--- config.mk ---
export PLATFORM = sky130hd
export DESIGN_NAME = atr_tr
export DESIGN_NICKNAME = d
export VERILOG_FILES = /design/src/hw/rtl/average_true_range_macros.svh /design/src/hw/rtl/atr_pkg.sv /design/src/hw/rtl/atr_tr.sv
export SDC_FILE = /design/constraint.sdc
export NUM_CORES = 1
export LEC_CHECK = 0
export BUFFER_PORTS_ARGS = -buffer_cell sky130_fd_sc_hd__buf_2
export CORE_ASPECT_RATIO = 1.75
export CORE_MARGIN = 2
export CORE_UTILIZATION = 50
export DETAILED_ROUTE_END_ITERATION = 10
export GPL_TIMING_DRIVEN = 0
export PLACE_DENSITY = 0.73
export RECOVER_POWER = 50
export SYNTH_ARGS = -nofsm -noshare
export SYNTH_HDL_FRONTEND = slang
export SYNTH_SLANG_ARGS = --single-unit
--- constraint.sdc ---
create_clock -name vclk -period 14.42
set_clock_uncertainty 0.2 [all_clocks]
set_input_delay 1.442 -clock vclk [all_inputs]
set_output_delay 1.442 -clock vclk [all_outputs]
set_load 0.02 [all_outputs]
--- src/hw/rtl/average_true_range_macros.svh ---
// ----------------------------------------------------------------------------
// Assertion macros for the average true range block
// Concurrent assertion wrappers, compiled out for synthesis.
// ----------------------------------------------------------------------------
`ifndef AVERAGE_TRUE_RANGE_MACROS_SVH
`define AVERAGE_TRUE_RANGE_MACROS_SVH

`ifndef SYNTHESIS
// Check a property on every rising edge outside reset
`define ATR_ASSERT(lbl, clk, rst, prop, msg) \
  lbl: assert property (@(posedge clk) disable iff (rst) prop) else $error(msg);
// Check a property on every rising edge, reset included
`define ATR_ASSERT_ALWAYS(lbl, clk, prop, msg) \
  lbl: assert property (@(posedge clk) prop) else $error(msg);
`else
`define ATR_ASSERT(lbl, clk, rst, prop, msg)
`define ATR_ASSERT_ALWAYS(lbl, clk, prop, msg)
`endif

`endif

--- src/hw/rtl/atr_pkg.sv ---
`timescale 1ns / 1ps
// ----------------------------------------------------------------------------
// atr_pkg
// Shared types and fixed constants of the average true range block.
// ----------------------------------------------------------------------------
package atr_pkg;

  localparam int DATA_W   = 32;
  localparam int PERIOD_W = 9;
  // partial remainder of the divider: one bit above the divisor
  localparam int REM_W    = PERIOD_W + 1;
  // quotient bit counter, counts DATA_W down to zero
  localparam int QCNT_W   = $clog2(DATA_W + 1);

  typedef logic [DATA_W-1:0]   price_t;
  typedef logic [PERIOD_W-1:0] period_t;

  localparam period_t PERIOD_RESET = period_t'(14);

endpackage

--- src/hw/rtl/atr_tr.sv ---
`timescale 1ns / 1ps
// ----------------------------------------------------------------------------
// atr_tr
// True range of one bar: max of high-low and both gaps from previous close.
// ----------------------------------------------------------------------------
module atr_tr (
  input  atr_pkg::price_t high_price,
  input  atr_pkg::price_t low_price,
  input  atr_pkg::price_t prior_close,
  output atr_pkg::price_t true_range
);

  atr_pkg::price_t span;
  atr_pkg::price_t gap_hi;
  atr_pkg::price_t gap_lo;
  atr_pkg::price_t best;

  // drop the bar span when low sits above high
  assign span   = (high_price >= low_price) ? high_price - low_price : '0;
  assign gap_hi = (prior_close >= high_price) ? prior_close - high_price
                                              : high_price - prior_close;
  assign gap_lo = (prior_close >= low_price) ? prior_close - low_price
                                             : low_price - prior_close;

  // take the largest of the three
  assign best       = (gap_hi > span) ? gap_hi : span;
  assign true_range = (gap_lo > best) ? gap_lo : best;

endmodule

# Yosys cells after proc, flatten, opt, wreduce, memory -nomap -nowiden
# Index checks and enable logic that the tools add are counted.
# W data, S select, Z words.
[op_classes]
addsub = 5
n_lt_le_gt_ge = 5
n_mux = 5
[op_table]
columns = ["operator", "n"]
rows = [
  ["$mux W32", 5],
  ["$sub A32 B32 Y32", 5],
  ["$ge A32 B32 Y1", 3],
  ["$gt A32 B32 Y1", 2],
]
[totals]
register_bits = 0
inputBits = 96
out_inout_bits = 32
elab_cells = 15

# Logic depth before layout (Yosys ltp)
[logic_depth]
ltp_word = 6
ltp_mapped = 36
ltp_nobuf = 31

# Worst setup path after synthesis
# OpenSTA, ideal clock, no wires.
[synth_path]
kind = "input-to-output"
from = "input port high_price[2]"
to = "output port true_range[30]"
arrival_ns = 8.631
t_required_ns = 12.778
path_slack_ns = 4.147
cell_stages = 31
path_buffers = 4
path_cell_list = "inv_1 -> ha_1 -> buf_6 -> and3_4 -> a221o_1 -> a21oi_4 -> o211ai_2 -> or4_4 -> and3_4 -> or3_1 -> and2_2 -> ha_1 -> nand4_1 -> or4_1 -> o31ai_1 -> o22ai_1 -> a21oi_1 -> clkbuf_1 -> buf_2 -> mux2i_1 -> ha_1 -> a211oi_1 -> o21ai_0 -> a21oi_1 -> a2111oi_0 -> o41a_1 -> o21ai_1 -> buf_2 -> clkinv_1 -> and4_1 -> a221oi_1"
[synth_via]
elab_chain_len = 6
elab_cells_between_ends = 11
classes_between = "3 x add/sub; 4 x order compare; 4 x mux"
[synth_lines]
columns = ["item", "line", "text"]
rows = [
  ["from (decl)", "atr_tr.sv:7", "input atr_pkg::price_t high_price,"],
  ["$sub A32 B32 Y32, or another cell as far along", "atr_tr.sv:21", ": high_price - prior_close;"],
  ["$mux W32, on equally long branches", "atr_tr.sv:20, atr_tr.sv:19", ""],
  ["$gt A32 B32 Y1", "atr_tr.sv:26", "assign best = (gap_hi > span) ? gap_hi : span;"],
  ["$mux W32 (*)", "atr_tr.sv:26", ""],
  ["$gt A32 B32 Y1", "atr_tr.sv:27", "assign true_range = (gap_lo > best) ? gap_lo : best;"],
  ["$mux W32 (*)", "atr_tr.sv:27", ""],
  ["to (decl)", "atr_tr.sv:10", "output atr_pkg::price_t true_range"],
]
# Every way passes the cells marked *; elsewhere a longest branch is shown, timed or not.

# Final worst setup path
[layout_path]
from = "input port prior_close[0]"
to = "output port true_range[25]"
[layout_via]
elab_chain_len = 6
elab_cells_between_ends = 12
classes_between = "4 x add/sub; 4 x order compare; 4 x mux"
[layout_lines]
columns = ["item", "line", "text"]
rows = [
  ["from (decl)", "atr_tr.sv:9", "input atr_pkg::price_t prior_close,"],
  ["$sub A32 B32 Y32, or another cell as far along", "atr_tr.sv:21", ""],
  ["$mux W32", "atr_tr.sv:20", "assign gap_hi = (prior_close >= high_price) ? prior_close - high_price"],
  ["$gt A32 B32 Y1", "atr_tr.sv:26", ""],
  ["$mux W32", "atr_tr.sv:26", ""],
  ["$gt A32 B32 Y1", "atr_tr.sv:27", ""],
  ["$mux W32 (*)", "atr_tr.sv:27", ""],
]
# Marks and branches as above.

==> results.md <==
- Register Area: 0 µm²
- Worst path required time: 12.78 ns
- Largest net degree at the start of global routing: 11
- Top cells by area, synth: ha_1 (24%), a21oi_1 (9.1%), inv_1 (5.5%)
- Grt ovf: 0
- Synth cell count leaders: ha_1 (222), a21oi_1 (211), inv_1 (170)
- Most frequent cell after synthesis: ha_1
- Fin util: 55.20%
- Initial DRC count: 1272
- PwrDens: 108.4 nW/µm²
- CP max stage delay: 0.64 ns
- Met3 wire len: 3378 µm
- Slew @ Worst Pin: 1.074 ns
- Highest Signal Layer: met4
- Cell taking the most area after synthesis: ha_1
- Final Hold Fails: 0
- Final ANT Viol Nets: 0
- Total number of vias: 13998
- Peak VDD IR: 0.1198 mV
- MaxCap Viol Count: 0
- Vias in the first global route: 13562
- Met1 wire length: 17770 µm
- Routed WL per cell: 25.74 µm
- Synth Instances: 1686
- Initial core utilization: 50.78%
- P&R area growth vs syn: 8.688%
- Cell count of the worst hold path: 5
- Mean number of vias per cell: 6.618
- CLK BUF: 0
- Syn Area/Cell: 6.850 µm²
- Seq_cells: 0
- Worst-path maximum fanout: 10
- Status: complete, no violations
- Final hold slack: 3.359 ns
- DR pass1 iterations: 6
- Core ar.: 22740 µm²
- Worst Path Arrival: 12.11 ns
- Detailed Route WL: 54440 µm
- Cts hold-fix bufs: 0
- Met2 wire length: 25800 µm
- IO Count: 128
- RSZ-0062 raised after global routing: no
- HP Class: input port to output port
- Final Max Slew Viols: 0
- Sequential area share after synthesis: 0%
- CP Capture Type: output port
- Rows: 73
- Slowest cell on the critical path: a21oi_1
- Postcts setup bufs: 0
- First-pass GRT wire length: 78970 µm
- Relative slew slack: 27.96%
- Final setup fails: 0
- Period minus WS final: 13.75 ns
- Placer Congestion: 1.022
- Post-route clock period utilization: 95.36%
- Detailed Place HPWL: 46140 µm
- Gr usage total: 43.14%
- Synth Cell Area: 11550 µm²
- Peak Freq: 72.72 MHz
- Setup TNS: 0 ns
- Drt drc: 0
- Nets: 2139
- Yosys warnings: 0
- Lkg Pwr: 6.193 nW
- Cell mode on critical path: buf_2
- Post-synth cell types: 87
- Die height: 205.1 µm
- Yosys top cell area share: 24.05%
- Synth Net Count: 2009
- Critical path type: input port to output port
- Startpoint types: input port
- Antenna violations before repair: 0
- Count of input and output buffers: 128
- Post-cts sizing count: 0
- Die width: 118.9 µm
- Layout cells sized above 1: 11.47%
- Min-delay src: prior_close[0]
- Die footprint: 24380 µm²
- Hold EP: true_range[0]
[report_power, final]
group | switching [mW] | internal [mW] | total [mW]
registers | 0 | 0 | 0
clock network | 0 | 0.00000000928 | 0.00000000929
logic | 0.901 | 0.460 | 1.36
[per-layer routing]
metal / up-vias / GRT usage [%]
li1: 6469 / -
met1: 6437 / 42.01
met2: 790 / 76.07
met3: 302 / 4.816
met4: 0 / 45.15
met5: - / 0
[cells in the final DEF (no fill, tap or decap), drive strengths merged, types with 20 or more instances in the layout]
cell type  instances
o21a              34
buf              162
and3              20
nand3             32
inv              170
xnor2             46
nand2            129
a21oi            216
nor3              36
a211oi            24
o211ai            20
clkbuf            43
nor2              98
a21o              75
ha               222
nand4             43
xor2              27
o21ai             93
mux2i             49
a31oi             22
[area by class of cell]
type | count | area [µm²]
Fill cell | 2390 | 10190
Buffer | 77 | 395.4
Multi-Input combinational cell | 1438 | 10510
Antenna cell | 1 | 2.502
Timing Repair Buffer | 128 | 625.6
Tap cell | 300 | 375.4
Inverter | 171 | 641.9
[worst max path at each step]
stage / startpoint / to / slack, ns / cells after the start
after floorplan: high_price[2] / true_range[30] / 4.15 / 31
after global placement: prior_close[0] / true_range[25] / 1.37 / 35
after detailed placement: prior_close[0] / true_range[25] / 1.24 / 35
after CTS: prior_close[0] / true_range[25] / 1.20 / 35
after global routing: low_price[29] / true_range[25] / 0.39 / 33
final: prior_close[0] / true_range[25] / 0.67 / 34
[kinds of logic (layout without fill, tap and decap cells)]
| logic type | count (synthesis) | count (layout) | share of synthesized area (%) |
|---|---|---|---|
| multiplexers | 56 | 56 | 4.994 |
| other | 0 | 1 | 0 |
| AND/OR/NAND/NOR | 454 | 454 | 19.63 |
| adder cells (fa/ha/maj) | 227 | 227 | 24.92 |
| AO/OA/AOI/OAI | 628 | 628 | 35.94 |
| XOR/XNOR | 73 | 73 | 5.536 |
| buffers and inverters | 248 | 376 | 8.981 |
[metrics by stage]
stage	setup slack (ns)	total power [mW]	cell area, µm²	instances
floorplan	4.147	0.8832	11550	1686
global placement	1.368	1.306	12570	2114
detailed placement	1.239	1.321	12570	2114
CTS	1.200	1.328	12570	2114
global route	0.3904	1.446	12550	2114
finish	0.6687	1.361	12550	2115
[critical path: cells and delay by family]
family / cells / cell delay (ns)
AO/OA/AOI/OAI: 11 / 3.83
buffers and inverters: 10 / 3.30
AND/OR/NAND/NOR: 7 / 1.46
adder cells (fa/ha/maj): 4 / 1.27
XOR/XNOR: 1 / 0.55
multiplexers: 1 / 0.22
Note: power is estimated with default switching activity, not from simulation.
