**src/hw/rtl/average_true_range_macros.svh**
```systemverilog
// ----------------------------------------------------------------------------
// Assertion macros for the average true range block
// Concurrent assertion wrappers, compiled out for synthesis.
// ----------------------------------------------------------------------------
`ifndef AVERAGE_TRUE_RANGE_MACROS_SVH
`define AVERAGE_TRUE_RANGE_MACROS_SVH

`ifndef SYNTHESIS
// Check a property on every rising edge outside reset
`define ATR_ASSERT(lbl, clk, rst, prop, msg) \
  lbl: assert property (@(posedge clk) disable iff (rst) prop) else $error(msg);
// Check a property on every rising edge, reset included
`define ATR_ASSERT_ALWAYS(lbl, clk, prop, msg) \
  lbl: assert property (@(posedge clk) prop) else $error(msg);
`else
`define ATR_ASSERT(lbl, clk, rst, prop, msg)
`define ATR_ASSERT_ALWAYS(lbl, clk, prop, msg)
`endif

`endif

```
**src/hw/rtl/atr_pkg.sv**
```systemverilog
`timescale 1ns / 1ps
// ----------------------------------------------------------------------------
// atr_pkg
// Shared types and fixed constants of the average true range block.
// ----------------------------------------------------------------------------
package atr_pkg;

  localparam int DATA_W   = 32;
  localparam int PERIOD_W = 9;
  // partial remainder of the divider: one bit above the divisor
  localparam int REM_W    = PERIOD_W + 1;
  // quotient bit counter, counts DATA_W down to zero
  localparam int QCNT_W   = $clog2(DATA_W + 1);

  typedef logic [DATA_W-1:0]   price_t;
  typedef logic [PERIOD_W-1:0] period_t;

  localparam period_t PERIOD_RESET = period_t'(14);

endpackage

```
**src/hw/rtl/atr_div.sv**
```systemverilog
`timescale 1ns / 1ps
// ----------------------------------------------------------------------------
// atr_div
// Restoring divider, one quotient bit per cycle. The quotient is known to
// fit DATA_W bits, so the upper dividend bits seed the partial remainder.
// ----------------------------------------------------------------------------
module atr_div #(
  parameter int SUM_W = 40
) (
  input  logic                  clk,
  input  logic                  rst,
  input  logic                  start,
  input  logic [SUM_W-1:0]      dividend,
  input  atr_pkg::period_t      divisor,
  output logic                  done,
  output atr_pkg::price_t       quotient
);

  logic [atr_pkg::REM_W-1:0]  rem;
  logic [atr_pkg::REM_W-1:0]  trial;
  logic [atr_pkg::REM_W-1:0]  dvs_ext;
  atr_pkg::period_t           dvs;
  logic [atr_pkg::QCNT_W-1:0] cnt;
  logic                       fits;

  // shift in the next dividend bit and test against the divisor
  assign trial   = {rem[atr_pkg::REM_W-2:0], quotient[atr_pkg::DATA_W-1]};
  assign dvs_ext = {1'b0, dvs};
  assign fits    = (trial >= dvs_ext);

  // advance one quotient bit per cycle
  always_ff @(posedge clk) begin
    if (rst) begin
      cnt  <= '0;
      done <= 1'b0;
    end else begin
      done <= 1'b0;
      if (start) begin
        cnt <= atr_pkg::QCNT_W'(atr_pkg::DATA_W);
      end else if (cnt != '0) begin
        cnt <= cnt - 1'b1;
        if (cnt == atr_pkg::QCNT_W'(1)) begin
          done <= 1'b1;
        end
      end
    end
  end

  // datapath: remainder and quotient shift register
  always_ff @(posedge clk) begin
    if (start) begin
      rem      <= atr_pkg::REM_W'(dividend >> atr_pkg::DATA_W);
      quotient <= dividend[atr_pkg::DATA_W-1:0];
      dvs      <= divisor;
    end else if (cnt != '0) begin
      rem      <= fits ? trial - dvs_ext : trial;
      quotient <= {quotient[atr_pkg::DATA_W-2:0], fits};
    end
  end

endmodule

```
**config.mk**
```make
export PLATFORM = sky130hd
export DESIGN_NAME = atr_div
export DESIGN_NICKNAME = d
export VERILOG_FILES = /design/src/hw/rtl/average_true_range_macros.svh /design/src/hw/rtl/atr_pkg.sv /design/src/hw/rtl/atr_div.sv
export SDC_FILE = /design/constraint.sdc
export NUM_CORES = 1
export LEC_CHECK = 0
export BUFFER_PORTS_ARGS = -buffer_cell sky130_fd_sc_hd__buf_4
export CAP_MARGIN = 15
export CORE_ASPECT_RATIO = 1.2
export CORE_UTILIZATION = 44
export CTS_BUF_LIST = sky130_fd_sc_hd__clkbuf_4 sky130_fd_sc_hd__clkbuf_8 sky130_fd_sc_hd__clkbuf_16
export CTS_CLUSTER_DIAMETER = 30
export CTS_CLUSTER_SIZE = 28
export DETAILED_ROUTE_END_ITERATION = 12
export GPL_TIMING_DRIVEN = 0
export HOLD_SLACK_MARGIN = 0.08
export PLACE_DENSITY = 0.75
export SKIP_LAST_GASP = 1
export SYNTH_ARGS = -nofsm -noshare
export SYNTH_HDL_FRONTEND = slang
export SYNTH_SLANG_ARGS = --single-unit
```
**constraint.sdc**
```tcl
create_clock -name clk -period 5.06 [get_ports clk]
set_input_delay 0.506 -clock clk [delete_from_list [all_inputs] [get_ports clk]]
set_output_delay 0.506 -clock clk [all_outputs]
set_load 0.005 [all_outputs]
```
* Word-level counts from Yosys, hierarchy flattened *
Cells that the tools add are included.

operators by class
  add/sub/neg operators = 2
  order comparisons = 1
  equal/unequal tests = 1
  mux-type cells = 8
  bitwise gates (word level) = 1
  reduce and logical (&&, ||, !) cells = 4

operator list
  cell                   count
  $mux W32               2
  $mux W8                2
  $mux W6                2
  $ge A10 B9 Y1          1
  $mux W9                1
  $sub A9 B9 Y9          1
  $eq A6 B1 Y1 const B   1
  $reduce_bool A6 Y1     1
  $sub A6 B1 Y6 const B  1
  $reduce_or A3 Y1       1
  $reduce_bool A2 Y1     1
  $reduce_or A2 Y1       1
  $mux W1                1
  $not A1 Y1             1

storage, ports and cells
  bits in registers = 57
  input port bits = 52
  output and inout bits = 33

* Longest topological paths before layout *
  word-level depth = 4
  gate-level depth with buffers = 11

* Worst setup path before layout *
No wires, ideal clock.

  kind = register -> register
  start = reg cnt[5] in the netlist's numbering
  end = reg quotient[0] (enable)
  setup time = 0.640 ns
  arrival time = 1.711 ns
  path slack = 2.709 ns
  stages on the path, launching flop included = 3
  buffers on the path = 0
  period minus slack after synthesis = 2.351 ns
  cell sequence = dfxtp_1 -> nor4_1 -> nand3_1

between the ends
  longest elaborated chain between the ends = 2

RTL lines
  element                       RTL line       source
  start, declared               atr_div.sv:23  logic [atr_pkg::QCNT_W-1:0] cnt;
  start signal, assigned        atr_div.sv:39  cnt <= atr_pkg::QCNT_W'(atr_pkg::DATA_W);
  start signal, assigned        atr_div.sv:41  cnt <= cnt - 1'b1;
  $reduce_bool A6 Y1            atr_div.sv:55  end else if (cnt != '0) begin
  $reduce_bool A2 Y1 (no line)  n/a
  end signal, assigned          atr_div.sv:53  quotient <= dividend[atr_pkg::DATA_W-1:0];
  end signal, assigned          atr_div.sv:57  quotient <= {quotient[atr_pkg::DATA_W-2:0], fits};
  end, declared                 atr_div.sv:16  output atr_pkg::price_t quotient

No other way between the ends.
A chain may end at the register's enable or synchronous reset.

* Final worst setup path *
  start = reg quotient[31]
  end = reg rem[8] in the netlist's numbering

between the ends
  longest elaborated chain between the ends = 2
  elaborated cells on any way between the ends = 3

RTL lines
  element                                         RTL line                      source
  $sub A9 B9 Y9 or $ge A10 B9 Y1 (tied branches)  atr_div.sv:56, atr_div.sv:29
  $mux W9 *                                       atr_div.sv:56                 rem <= fits ? trial - dvs_ext : trial;
  end signal, assigned                            atr_div.sv:52                 rem <= atr_pkg::REM_W'(dividend >> atr_pkg::DATA_W);
  end signal, assigned                            atr_div.sv:56
  end, declared                                   atr_div.sv:19                 logic [atr_pkg::REM_W-1:0] rem;

Mark *: on every way between the ends. The rest lies on a longest branch, timed or not.

==> metrics.txt <==
Min-Delay Startpoint=divisor[5]; post-CTS setup-driven buffer insertion count=0; hold_ws=about 0.35 ns; drt wl/cell=~14 um; routability cong.=roughly 0.85; switching share of power=31.7%; Synth async-reset ratio=0%; Max Used Layer=met4; antenna violations before repair=0; fin crit share=between 40% and 50%; CP Class=flop to flop; Seq. cell area=~1600 um2; top cells by count, synth=edfxtp_1, mux2_2, nand2_1; Starting DRT DRC Count=52; n_diodes=0; clock skew=between 0.007 and 0.008 ns; Worst Path Required=approximately 5.3 ns; WL final=between 5 and 6 mm; largest net degree at the start of global routing=36; Distinct cells, synth=a little over 40; CTS Sinks=57; dominant cell type by area after synthesis=edfxtp_1; syn_area_per_cell=approximately 13 um2; vias in the first global route=2037; die height=89.1 um; Worst Tran Pin Value=around 0.55 ns; setup TNS=0 ns; footprint of the multi-input gates=about 1100 um2; Post-Synthesis Cell Area=approximately 2800 um2; DR vias/cell=5.02; status=complete, no violations; Placeable Area=6090 um2; Hold Vio Cnt, Final=0; EDFF count, synth=49; area share of the largest cell type after synthesis=between 50% and 60%; # IOs=85; CP Cell Sequence=inv_1 -> ha_1 -> inv_1 -> fa_1 -> a21o_1 -> a21oi_2 -> o221ai_1 -> xor2_1 -> mux2_4 -> a31o_1; DRC Markers=0; Comb pwr share=39.3%; post-route setup slack=roughly 2.6 ns; DIE AREA=approximately 6700 um2; Post-DP Area=about 3500 um2; fillers=between 400 and 500; crit end category=flop; HP Class=input pin to flop; HPWL Detailed=4.07 mm; RSZ-0062 raised after global routing=false; DR pass1 iterations=4; sequential power share=between 40 and 50%; Slew headroom=between 60% and 70%; H-tree levels=3; CP peak stage delay=0.42 ns; Max stage delay cell, worst path=fa_1; GRT Util Overall=about 18%; cell-internal power=approximately 1.3 mW; Top cell by count, worst path=inv_1; WP buf/inv=2; Layout Nets=~370; Final Setup Violations=0; utilization after layout=around three fifths; total global routing overflow=0; P_leak=~1.6 nW; commonest register cell after synthesis=edfxtp_1; r2r startpoint=quotient[31]; post-route insts no fill=slightly below 400; Max Freq=around 410 MHz; latest clock arrival within the worst-skew pair=roughly 0.33 ns; worst slack, placed=2.66 ns; total CTS buffers=9; Design Area, Final=3720 um2; net switching power=roughly 600 uW; Reg clk slew, reported paths=around 0.07 ns; Initial Utilization=between 40% and 50%; Tmin final=between 2 and 2.5 ns; ranking of synthesized cells by area=edfxtp_1, mux2_2, dfxtp_1, ha_1, nand2_1; hold buffer count at CTS=0; register bit total from synthesis=57; Power Density=510 nW/um2; Critical path origin=quotient[31]; Core Rows=31; Post-Synthesis Cells=between 200 and 250; syn nets=about 280; most frequent cell after synthesis=edfxtp_1; Crit path max-delay family=compound AO/OA/AOI/OAI gates; clock buffer depth=2; Post-DRT Antenna Nets=0; WP data arrival=between 2 and 3 ns; Critical Path Source Type=flop; max-slew violations=0; area grow syn2layout=33.6%; VDD IR max=around 220 uV; Max-Cap Viols=0; Vias=~2000; TritonCTS clock tree=yes; Root Buffer=clkbuf_8; met3 WL=~490 um; global-route wire length before repair=between 8 and 9 mm; Syn. warnings=0; number of gates resized after CTS=0; Pwr Total=~1.9 mW; Clk pwr share=~20%; Die Width=between 70 and 80 um; placed insts=380; number of port buffers=between 80 and 90; wire length on met1=between 2 and 2.5 mm; Max FO, Critical Path=3; register area share after synthesis=58.6%; fraction of layout cells with a size suffix above 1=roughly 45%; length of routed met2 wiring=2.70 mm
[path summary, 6_finish.rpt]
kind	slack [ns]	to	cells after the start
max	2.65	rem[8]	10
min	0.35	dvs[5]	1
max reg2reg	2.65	rem[8]	10
min reg2reg	0.52	cnt[1]	2
[placed cells by master (no fill, tap or decap), drive strengths merged]
master	netlist	final
a2111oi	1	1
a21boi	1	1
a21o	1	1
a21oi	7	7
a2bb2oi	2	2
a31o	1	1
a31oi	1	1
a41oi	1	1
and2	1	1
buf	5	90
clkbuf	1	14
clkinv	0	2
clkinvlp	0	1
dfxtp	8	8
edfxtp	49	49
fa	1	1
ha	11	11
inv	16	16
mux2	33	33
mux2i	4	4
nand2	19	19
nand2b	1	1
nand3	6	6
nand3b	1	1
nand4	1	1
nand4b	1	1
nor2	13	13
nor3	3	3
nor4	1	1
o21a	2	2
o21ai	8	8
o21bai	1	1
o221ai	1	1
o311ai	2	2
xnor2	6	6
xor2	3	3
[state kept, by name, summed over array words and instances, names as in the netlist]
register and flops:
quotient 32, rem 9, done 1, cnt 6, dvs 9
[power groups by stage]
stage,logic [mW],registers [mW],clock network [mW]
2_1_floorplan,0.483,0.774,0
3_3_place_gp,0.722,0.781,0
3_5_place_dp,0.746,0.778,0
4_1_cts,0.750,0.774,0.386
5_1_grt,0.829,0.790,0.407
6_report,0.745,0.773,0.379
[metal layers]
layer | track usage, % | vias to the layer above
li1 | - | 977
met5 | 0 | -
met3 | 8.23 | 9
met4 | 8.40 | 0
met1 | 20.6 | 927
met2 | 29.5 | 73
[layout make-up]
class	count	area share, %
Sequential cell	57	43.9
Multi-Input combinational cell	134	28.7
Timing Repair Buffer	85	17.5
Clock buffer	13	4.31
Tap cell	82	2.76
Inverter	16	1.61
Buffer	6	0.841
Clock inverter	3	0.471
[cells by family after synthesis]
kind of cell             count (synthesis)  synth area share, %
AND/OR/NAND/NOR                         47                 7.42
adder cells (fa/ha/maj)                 12                 5.66
flip-flops                              57                 58.6
multiplexers                            37                 14.9
buffers and inverters                   22                 3.28
XOR/XNOR                                 9                 2.83
AO/OA/AOI/OAI                           29                 7.28
(Power assumes the default switching activity.)
